`src/design/srlt_pkg.sv`:
```
// Shared constants and control types for the source rate limit table.
// Used by the controller, the datapath and the top level; depends on nothing.
`default_nettype none

package srlt_pkg;

    localparam int TABLE_ENTRIES = 8;
    localparam int IDX_W         = (TABLE_ENTRIES > 1) ? $clog2(TABLE_ENTRIES) : 1;
    localparam int CNT_W         = $clog2(TABLE_ENTRIES + 1);
    localparam int KEY_W         = 32;
    localparam int TIME_W        = 32;
    localparam int WINDOW_W      = 23;
    localparam int SLOT_W        = 3;
    localparam int MS_PER_SEC    = 1000;
    localparam int WINDOW_RESET  = 60;

    localparam logic ACT_CHECK  = 1'b0;
    localparam logic ACT_RECORD = 1'b1;

    typedef struct packed {
        logic load;
        logic step;
        logic finish;
    } srlt_cmd_t;

    typedef struct packed {
        logic scan_last;
        logic out_free;
    } srlt_status_t;

endpackage

`default_nettype wire

```
`src/design/srlt_ctrl.sv`:
```
// Controller state machine for the source rate limit table.
// Depends on srlt_pkg; drives the datapath through srlt_cmd_t.
`default_nettype none

module srlt_ctrl
    import srlt_pkg::*;
(
    input  wire logic         clk,
    input  wire logic         rst_n,
    input  wire logic         in_valid,
    output logic              in_ready,
    input  wire srlt_status_t status,
    output srlt_cmd_t         cmd
);

    typedef enum logic [2:0] {
        ST_IDLE   = 3'b001,
        ST_SCAN   = 3'b010,
        ST_FINISH = 3'b100
    } state_t;

    state_t state_reg;
    state_t state_next;

    always_ff @(posedge clk or negedge rst_n)
    begin
        if (!rst_n)
        begin
            state_reg <= ST_IDLE;
        end
        else
        begin
            state_reg <= state_next;
        end
    end

    always_comb
    begin
        state_next = state_reg;
        in_ready   = 1'b0;
        cmd        = '0;
        unique case (state_reg)
            ST_IDLE:
            begin
                in_ready = 1'b1;
                if (in_valid)
                begin
                    cmd.load   = 1'b1;
                    state_next = ST_SCAN;
                end
            end
            ST_SCAN:
            begin
                cmd.step = 1'b1;
                if (status.scan_last)
                begin
                    state_next = ST_FINISH;
                end
            end
            ST_FINISH:
            begin
                if (status.out_free)
                begin
                    cmd.finish = 1'b1;
                    state_next = ST_IDLE;
                end
            end
            default:
            begin
                state_next = ST_IDLE;
            end
        endcase
    end

endmodule

`default_nettype wire

```
`src/design/srlt_dpath.sv`:
```
// Datapath of the source rate limit table: key and time stores, scan unit,
// window limit register and result register. Depends on srlt_pkg.
`default_nettype none

module srlt_dpath
    import srlt_pkg::*;
(
    input  wire logic                clk,
    input  wire logic                rst_n,
    input  wire srlt_cmd_t           cmd,
    output srlt_status_t             status,
    input  wire logic                cfg_valid,
    input  wire logic [WINDOW_W-1:0] cfg_data,
    input  wire logic                action,
    input  wire logic [KEY_W-1:0]    source_key,
    input  wire logic [TIME_W-1:0]   now_ms,
    output logic                     out_valid,
    input  wire logic                out_ready,
    output logic                     limited,
    output logic [SLOT_W-1:0]        slot_used,
    output logic                     evicted
);

    logic [KEY_W-1:0]  key_mem [TABLE_ENTRIES];
    logic [TIME_W-1:0] time_mem [TABLE_ENTRIES];

    logic [TIME_W-1:0] limit_reg;
    logic [CNT_W-1:0]  used_count_reg;
    logic [CNT_W-1:0]  used_count_next;
    logic              out_valid_reg;
    logic              out_valid_next;

    logic              act_reg;
    logic [KEY_W-1:0]  key_reg;
    logic [TIME_W-1:0] now_reg;
    logic [IDX_W-1:0]  idx_reg;
    logic              hit_reg;
    logic              found_reg;
    logic [IDX_W-1:0]  match_idx_reg;
    logic [TIME_W-1:0] min_reg;
    logic [IDX_W-1:0]  min_idx_reg;

    logic              limited_reg;
    logic [SLOT_W-1:0] slot_used_reg;
    logic              evicted_reg;

    logic [KEY_W-1:0]  key_rd_reg;
    logic [TIME_W-1:0] time_rd_reg;
    logic [IDX_W-1:0]  rd_addr;
    logic [TIME_W-1:0] age;
    logic              entry_live;
    logic              key_eq;
    logic              in_window;
    logic              table_full;
    logic              do_write;
    logic [IDX_W-1:0]  slot;

    assign rd_addr    = cmd.load ? '0 : idx_reg + IDX_W'(1);
    assign age        = now_reg - time_rd_reg;
    assign entry_live = CNT_W'(idx_reg) < used_count_reg;
    assign key_eq     = key_rd_reg == key_reg;
    assign in_window  = age < limit_reg;
    assign table_full = used_count_reg == CNT_W'(TABLE_ENTRIES);

    always_comb
    begin
        if (found_reg)
        begin
            slot = match_idx_reg;
        end
        else if (!table_full)
        begin
            slot = IDX_W'(used_count_reg);
        end
        else
        begin
            slot = min_idx_reg;
        end
    end

    assign do_write = cmd.finish && (act_reg == ACT_RECORD);

    always_comb
    begin
        used_count_next = used_count_reg;
        if (do_write && !found_reg && !table_full)
        begin
            used_count_next = used_count_reg + CNT_W'(1);
        end
    end

    always_comb
    begin
        out_valid_next = out_valid_reg;
        if (cmd.finish)
        begin
            out_valid_next = 1'b1;
        end
        else if (out_ready)
        begin
            out_valid_next = 1'b0;
        end
    end

    assign status.scan_last = idx_reg == IDX_W'(TABLE_ENTRIES - 1);
    assign status.out_free  = !out_valid_reg || out_ready;

    always_ff @(posedge clk or negedge rst_n)
    begin
        if (!rst_n)
        begin
            limit_reg      <= TIME_W'(WINDOW_RESET * MS_PER_SEC);
            used_count_reg <= '0;
            out_valid_reg  <= 1'b0;
        end
        else
        begin
            if (cfg_valid)
            begin
                limit_reg <= TIME_W'(TIME_W'(cfg_data) * TIME_W'(MS_PER_SEC));
            end
            used_count_reg <= used_count_next;
            out_valid_reg  <= out_valid_next;
        end
    end

    always_ff @(posedge clk)
    begin
        if (cmd.load)
        begin
            act_reg   <= action;
            key_reg   <= source_key;
            now_reg   <= now_ms;
            idx_reg   <= '0;
            hit_reg   <= 1'b0;
            found_reg <= 1'b0;
        end
        else if (cmd.step)
        begin
            if (entry_live && key_eq && in_window)
            begin
                hit_reg <= 1'b1;
            end
            if (entry_live && key_eq && !found_reg)
            begin
                found_reg     <= 1'b1;
                match_idx_reg <= idx_reg;
            end
            if (idx_reg == '0 || time_rd_reg < min_reg)
            begin
                min_reg     <= time_rd_reg;
                min_idx_reg <= idx_reg;
            end
            idx_reg <= idx_reg + IDX_W'(1);
        end
    end

    always_ff @(posedge clk)
    begin
        if (do_write)
        begin
            key_mem[slot]  <= key_reg;
            time_mem[slot] <= now_reg;
        end
        key_rd_reg  <= key_mem[rd_addr];
        time_rd_reg <= time_mem[rd_addr];
    end

    always_ff @(posedge clk)
    begin
        if (cmd.finish)
        begin
            if (act_reg == ACT_RECORD)
            begin
                limited_reg   <= 1'b0;
                slot_used_reg <= SLOT_W'(slot);
                evicted_reg   <= !found_reg && table_full;
            end
            else
            begin
                limited_reg   <= hit_reg;
                slot_used_reg <= '0;
                evicted_reg   <= 1'b0;
            end
        end
    end

    assign out_valid = out_valid_reg;
    assign limited   = limited_reg;
    assign slot_used = slot_used_reg;
    assign evicted   = evicted_reg;

endmodule

`default_nettype wire

```
`src/design/source_rate_limit_table_unit.sv`:
```
// Top level of the source rate limit table: joins controller and datapath.
// Depends on srlt_pkg, srlt_ctrl and srlt_dpath.
//
// Usage: an input item (action, source_key, now_ms) is taken on in_valid and
// in_ready. A check item returns limited; a record item stores the key and
// time and returns slot_used and evicted. Every item gives one result item on
// out_valid and out_ready.
// The window is written through cfg_valid and cfg_data; cfg_ready is always
// high, and the user must make writes only while no item is in flight; the
// block itself does not enforce this. The scan visits one table entry per
// cycle. One item is worked on at a time: a new item is accepted only after
// the current one is written back.
// The result waits in an output register; a new item is accepted and scanned
// while it waits, and the block holds before the write-back until the
// receiver takes the earlier result.
// Reset empties the table and sets the window to 60 seconds; the stores
// themselves are not cleared and need no clearing pass.
`default_nettype none

module source_rate_limit_table_unit
    import srlt_pkg::*;
(
    input  wire logic                clk,
    input  wire logic                rst_n,
    input  wire logic                cfg_valid,
    output logic                     cfg_ready,
    input  wire logic [WINDOW_W-1:0] cfg_data,
    input  wire logic                in_valid,
    output logic                     in_ready,
    input  wire logic                action,
    input  wire logic [KEY_W-1:0]    source_key,
    input  wire logic [TIME_W-1:0]   now_ms,
    output logic                     out_valid,
    input  wire logic                out_ready,
    output logic                     limited,
    output logic [SLOT_W-1:0]        slot_used,
    output logic                     evicted
);

    srlt_cmd_t    cmd;
    srlt_status_t status;

    assign cfg_ready = 1'b1;

    srlt_ctrl u_ctrl (
        .clk      (clk),
        .rst_n    (rst_n),
        .in_valid (in_valid),
        .in_ready (in_ready),
        .status   (status),
        .cmd      (cmd)
    );

    srlt_dpath u_dpath (
        .clk        (clk),
        .rst_n      (rst_n),
        .cmd        (cmd),
        .status     (status),
        .cfg_valid  (cfg_valid),
        .cfg_data   (cfg_data),
        .action     (action),
        .source_key (source_key),
        .now_ms     (now_ms),
        .out_valid  (out_valid),
        .out_ready  (out_ready),
        .limited    (limited),
        .slot_used  (slot_used),
        .evicted    (evicted)
    );

`ifndef SYNTH
    a_finish_needs_free: assert property (@(posedge clk) disable iff (!rst_n)
        cmd.finish |-> status.out_free)
        else $error("write-back while the result register is occupied");

    a_busy_after_accept: assert property (@(posedge clk) disable iff (!rst_n)
        (in_valid && in_ready) |=> (!in_ready && cmd.step))
        else $error("scan did not start after an accepted item");

    a_limited_only_check: assert property (@(posedge clk) disable iff (!rst_n)
        (out_valid && limited) |-> (slot_used == '0 && !evicted))
        else $error("record fields set on a limited check result");

    a_result_after_finish: assert property (@(posedge clk) disable iff (!rst_n)
        cmd.finish |=> out_valid)
        else $error("result not presented after write-back");
`endif

endmodule

`default_nettype wire
```
`config.mk`:
```
export PLATFORM = sky130hd
export DESIGN_NAME = source_rate_limit_table_unit
export DESIGN_NICKNAME = d
export VERILOG_FILES = /design/src/design/srlt_pkg.sv /design/src/design/srlt_ctrl.sv /design/src/design/srlt_dpath.sv /design/src/design/source_rate_limit_table_unit.sv
export SDC_FILE = /design/constraint.sdc
export NUM_CORES = 1
export LEC_CHECK = 0
export ABC_AREA = 0
export BUFFER_PORTS_ARGS = -buffer_cell sky130_fd_sc_hd__buf_2
export CORE_UTILIZATION = 55
export CTS_CLUSTER_DIAMETER = 50
export DETAILED_ROUTE_END_ITERATION = 12
export MAX_ROUTING_LAYER = met4
export PLACE_DENSITY = 0.83
export SLEW_MARGIN = 20
export SYNTH_ARGS = -nofsm -noshare
export SYNTH_HDL_FRONTEND = slang
export SYNTH_SLANG_ARGS = --single-unit
```
`constraint.sdc`:
```
create_clock -name clk -period 9.8 [get_ports clk]
set_clock_uncertainty 0.2 [all_clocks]
set_input_delay 0.98 -clock clk [delete_from_list [all_inputs] [get_ports clk]]
set_output_delay 0.98 -clock clk [all_outputs]
set_load 0.02 [all_outputs]
```
# == After elaboration in Yosys (flattened, before gate mapping) ==
# Memory sizes are Yosys's and may differ from the RTL's. A register that Yosys moved wholly into a read port is not among the register bits.
# Cells that the tools add are included.
# word_totals
out_inout_bits,8
register_bits,150
inputBits,93
mem_count,2
mem_bits_rw,512
# mem_list
memory,depth,word_bits,read_ports,rd_ports_with_merged_regs,write_ports,line_no,rtl
u_dpath.key_mem,8,32,1,1,1,srlt_dpath.sv:24,logic [KEY_W-1:0] key_mem [TABLE_ENTRIES];
u_dpath.time_mem,8,32,1,1,1,srlt_dpath.sv:25,logic [TIME_W-1:0] time_mem [TABLE_ENTRIES];
# classes
n_bitwise,1
eq_ne,9
n_mul,1
addsub,3
n_lt_le_gt_ge,3
reduce_logical,19
muxes,17
# op_table
operator,count
$lt A32 B32 Y1,2
$eq A32 B32 Y1,1
$sub A32 B32 Y32,1
$mul A23 B7 Y29 const B,1
$mux W3,6
$mux W1,10
$pmux W3 S3,1
$reduce_and A3 Y1,3
$logic_and A1 B1 Y1,7
$eq A3 B3 Y1 const B,2
$ne A2 B2 Y1 const B,3
$add A4 B1 Y4 const B,1
$eq A4 B4 Y1 const B,1
$lt A3 B4 Y1,1
$reduce_and A2 Y1,2
$add A3 B1 Y3 const B,1
$eq A3 B1 Y1 const B,1
$eq A3 B2 Y1 const B,1
$logic_not A1 Y1,3
$logic_not A3 Y1,1
$logic_or A1 B1 Y1,2
$reduce_bool A2 Y1,1
$not A1 Y1,1

# == Logic depth before layout (Yosys ltp) ==
# logic_depth
depth_word,7
mapped_depth,19

# == By module ==
# Synthesis repeated with hierarchy kept, for this count alone.
# unflattened
hier_cells,2366
hier_area_um2,33337.0
# modules_own_cells
mod,n_inst,cells_per_inst,area_each_um2
srlt_dpath,1,2349,33153.0
srlt_ctrl,1,15,172.7
source_rate_limit_table_unit,1,2,11.3

# == Worst setup path before layout ==
# No wires, ideal clock.
# synth_timing
path_type,input to register
from,input out_ready
to,"memory u_dpath.key_mem[1][0], enable pin"
setup_slack_ns,1.230
required_ns,8.956
setup_time_ns,0.644
cell_stages,4
t_arrival_ns,7.726
cell_sequence,nor2b_1 > nor2_1 > nand2_1 > nor4_1
# synth_rtl
item,line_no,rtl
from (decl),source_rate_limit_table_unit.sv:34,"input wire logic out_ready,"
to (decl),srlt_dpath.sv:24,

# == Worst setup path in the final report ==
# layout_timing
from,input cfg_data[4]
to,register u_dpath.limit_reg[27]
# layout_between
elab_chain_cells,1
# layout_rtl
item,line_no,rtl
from (decl),source_rate_limit_table_unit.sv:27,"input wire logic [WINDOW_W-1:0] cfg_data,"
$mul A23 B7 Y29,srlt_dpath.sv:120,limit_reg <= TIME_W'(TIME_W'(cfg_data) * TIME_W'(MS_PER_SEC));
to (signal assigned),srlt_dpath.sv:112,limit_reg <= TIME_W'(WINDOW_RESET * MS_PER_SEC);
to (signal assigned),srlt_dpath.sv:120,
to (decl),srlt_dpath.sv:27,logic [TIME_W-1:0] limit_reg;
# No other way between the ends.
# A chain may end at the register's enable or synchronous reset.

==> metrics.txt <==
clock root cell clkbuf_16; GP Congestion slightly above 0.9; Slowest Stage Delay on Critical Path roughly 0.55 ns; nets between 3k and 4k; CP arrival around 5.4 ns; cell row count 90; Design Area, Final around 38000 um^2; Syn. warnings 0; die height roughly 250 um; dpl cells approximately 3.5k; Crit-path slowest cell fa_1; final hold vios 0; Slew HR 0.275; Pre-antenna DRT Iters 6; cts bufs inserted 79; Worst EP required between 10 and 15 ns; Non-Filler Instances approximately 3.7k; Least-Margin Pin Slew roughly 1.1 ns; fin crit share 0.521; utilization after layout 0.624; Clock power frac 0.254; registers with the most flip-flops u_dpath.key_mem (256), u_dpath.time_mem (256); status completed; CTS max path bufs 3; highest clock rate approximately 0.20 GHz; Seq/Total Area, Yosys 0.617; Seq pwr share 0.362; DR iter-0 viols between 2k and 2.5k; RR Endpoint u_dpath.time_rd_reg[8]; # DRC 0; Top-Level Pins about 100; Reg clk slew, reported paths 0.06 ns; EDFF count, synth 620; CP Launch Type input port; met2 usage 0.438; FF+latch count, synth just over 700; Pins Over Slew Limit 0; Crit Path Class input port to register; Clock Sinks 726; Post-Syn Area 34000 um^2; Placement Cell Area between 30000 and 40000 um^2; Post-DRT Antenna Nets 0; Post-Syn Instances between 2k and 3k; Fill cells between 4k and 5k; top cell type by total area after synthesis edfxtp_1; top cells by area, synth edfxtp_1 55%, ha_1 5.9%, fa_1 4.8%, nand2_1 4.2%, dfxtp_1 4.1%; vias in the first global route between 20k and 25k; GRT Total Usage 0.263; first-pass GRT wire length 124000 um; crit-path max FO 5; routed vias/inst between 6 and 7; Port Buffers 99; TritonCTS clock tree built; final WL 79100 um; Post-CTS Setup Inserts 0; crit-path cells buf_2 -> inv_1 -> fa_1 -> fa_1 -> fa_1 -> fa_1 -> inv_1 -> ha_1 -> and4_1 -> and2_1 -> a211o_1 -> a21bo_2 -> a2111oi_2 -> xnor2_1 -> nand2_1 -> o21ai_1; Hold Crit Class register to register; unrepaired setup endpoints after global routing no; sw power between 0.004 and 0.005 W; die area roughly 63000 um^2; Sw Share 0.368; met1 Use GR 0.325; Worst Setup End Kind register; R2R cell count 10; grt total ovfl 0; Int Power between 0.007 and 0.008 W; reg2reg setup slack roughly 5 ns; CP endpoint u_dpath.limit_reg[27]; count leader, synth edfxtp_1; H-tree depth 3; Crit path depth 16; WL per Instance between 20 and 25 um; pwr dens 303 nW/um^2; Crit path top cell by count fa_1; syn avg cell area 12.5 um^2; CP bufs+invs 3; post-cts repair resize count 0; Leakage roughly 15 nW; r2r startpoint u_ctrl.state_reg[2]; Die Width 250 um; final setup vio count 0; initial antenna violation count 0; Post-synth top cells 620 x edfxtp_1, 383 x nand2_1, 225 x inv_1; largest net degree at the start of global routing approximately 130; Comb pwr share 0.385; FFs w/ async S/R, synth 0.0510; CTS hold repair buffers 0; Post-DP HPWL approximately 47000 um; Starting Density 0.559; Mapped Nets roughly 3.1k; CORE AREA between 60000 and 70000 um^2; peak supply drop just over 0.2 mV; critical path's top delay family adder cells; layer with the highest usage met2; Setup TNS 0 ns; fin crit period between 5 and 6 ns; max-cap violations 0; via count approximately 22k; Global Route met3 Usage 0.0347; Clock Latency Late Sink ~0.62 ns; share of cells above drive strength 1 0.101; top cell type's share of synthesized area 0.548; Main synth FF type edfxtp_1; critical path launch point cfg_data[4]; post-synth cell types about 70; Area Overhead vs Synth 11.5%
[metal layers]
metal / share of wire / routed length [um] / vias to the layer above
met4: 0.032 / 2520 / 0
li1: - / - / 9952
met2: 0.50 / 39700 / 1105
met1: 0.39 / 30700 / 10924
met3: 0.079 / 6260 / 197
met5: 0 / 0 / -
[power by group through the flow]
stage | Combinational [W] | Sequential [W] | Clock, W
final | 0.00442 | 0.00415 | 0.00291
after floorplan | 0.00326 | 0.00407 | 0
after CTS | 0.00441 | 0.00415 | 0.00294
after detailed placement | 0.00435 | 0.00420 | 0
after global routing | 0.00491 | 0.00419 | 0.00307
after global placement | 0.00419 | 0.00418 | 0
[placed cells by master, fill, tap and decap left out, types with 15 or more instances in the layout]
master / instances
o221ai_1: 65
inv_1: 224
clkbuf_1: 19
nand2_1: 379
ha_1: 158
a2bb2oi_1: 64
clkbuf_16: 83
dfxtp_1: 68
edfxtp_1: 620
clkinv_2: 15
mux2i_1: 73
buf_2: 99
nand3_1: 214
nor2b_1: 15
nor2_1: 110
xor2_1: 30
a21o_1: 36
fa_1: 82
o21ai_0: 119
a21oi_1: 73
buf_4: 26
xnor2_1: 54
nand4_1: 17
dfrtp_1: 29
[worst min-delay path by stage]
| stage | from | end | slack, ns | cells past startpoint |
|---|---|---|---|---|
| after floorplan | u_dpath.time_rd_reg[0] | u_dpath.min_reg[0] | 0.21 | 0 |
| after global placement | u_dpath.time_rd_reg[0] | u_dpath.min_reg[0] | 0.24 | 0 |
| after detailed placement | u_dpath.time_rd_reg[0] | u_dpath.min_reg[0] | 0.24 | 0 |
| after CTS | u_dpath.time_rd_reg[0] | u_dpath.min_reg[0] | 0.25 | 0 |
| after global routing | u_dpath.time_rd_reg[0] | u_dpath.min_reg[0] | 0.26 | 0 |
| final | u_dpath.time_rd_reg[0] | u_dpath.min_reg[0] | 0.26 | 0 |
[stage by stage]
stage          worst slack (ns)  total power (W)  hold WS (ns)
4_1_cts                    4.70           0.0115         0.246
2_1_floorplan              1.23          0.00733         0.214
3_3_place_gp               4.13          0.00837         0.239
3_5_place_dp               4.08          0.00856         0.241
5_1_grt                    4.47           0.0122         0.263
6_report                   4.69           0.0115         0.264
[kinds of logic after synthesis]
logic type                 share of synthesized area
AOI/OAI and AO/OA                             0.0865
xor gates and xnor gates                      0.0221
adders and majority gates                      0.107
buffers and inverters                         0.0391
DFF                                            0.617
muxes                                         0.0225
other                                       0.000110
and+or+nand+nor                                0.106
[final cells by class]
class                      count  area, um^2  share of cell area
multi-input combinational   1644       11800               0.312
clock buffer                 104        2180              0.0575
clock inverter                43         393              0.0104
antenna                        1        2.50           0.0000661
inverter                     227         853              0.0225
timing repair buffer         126         702              0.0185
sequential                   726       20900               0.553
tap                          782         978              0.0259
No activity file was read; power rests on OpenSTA's default activity.
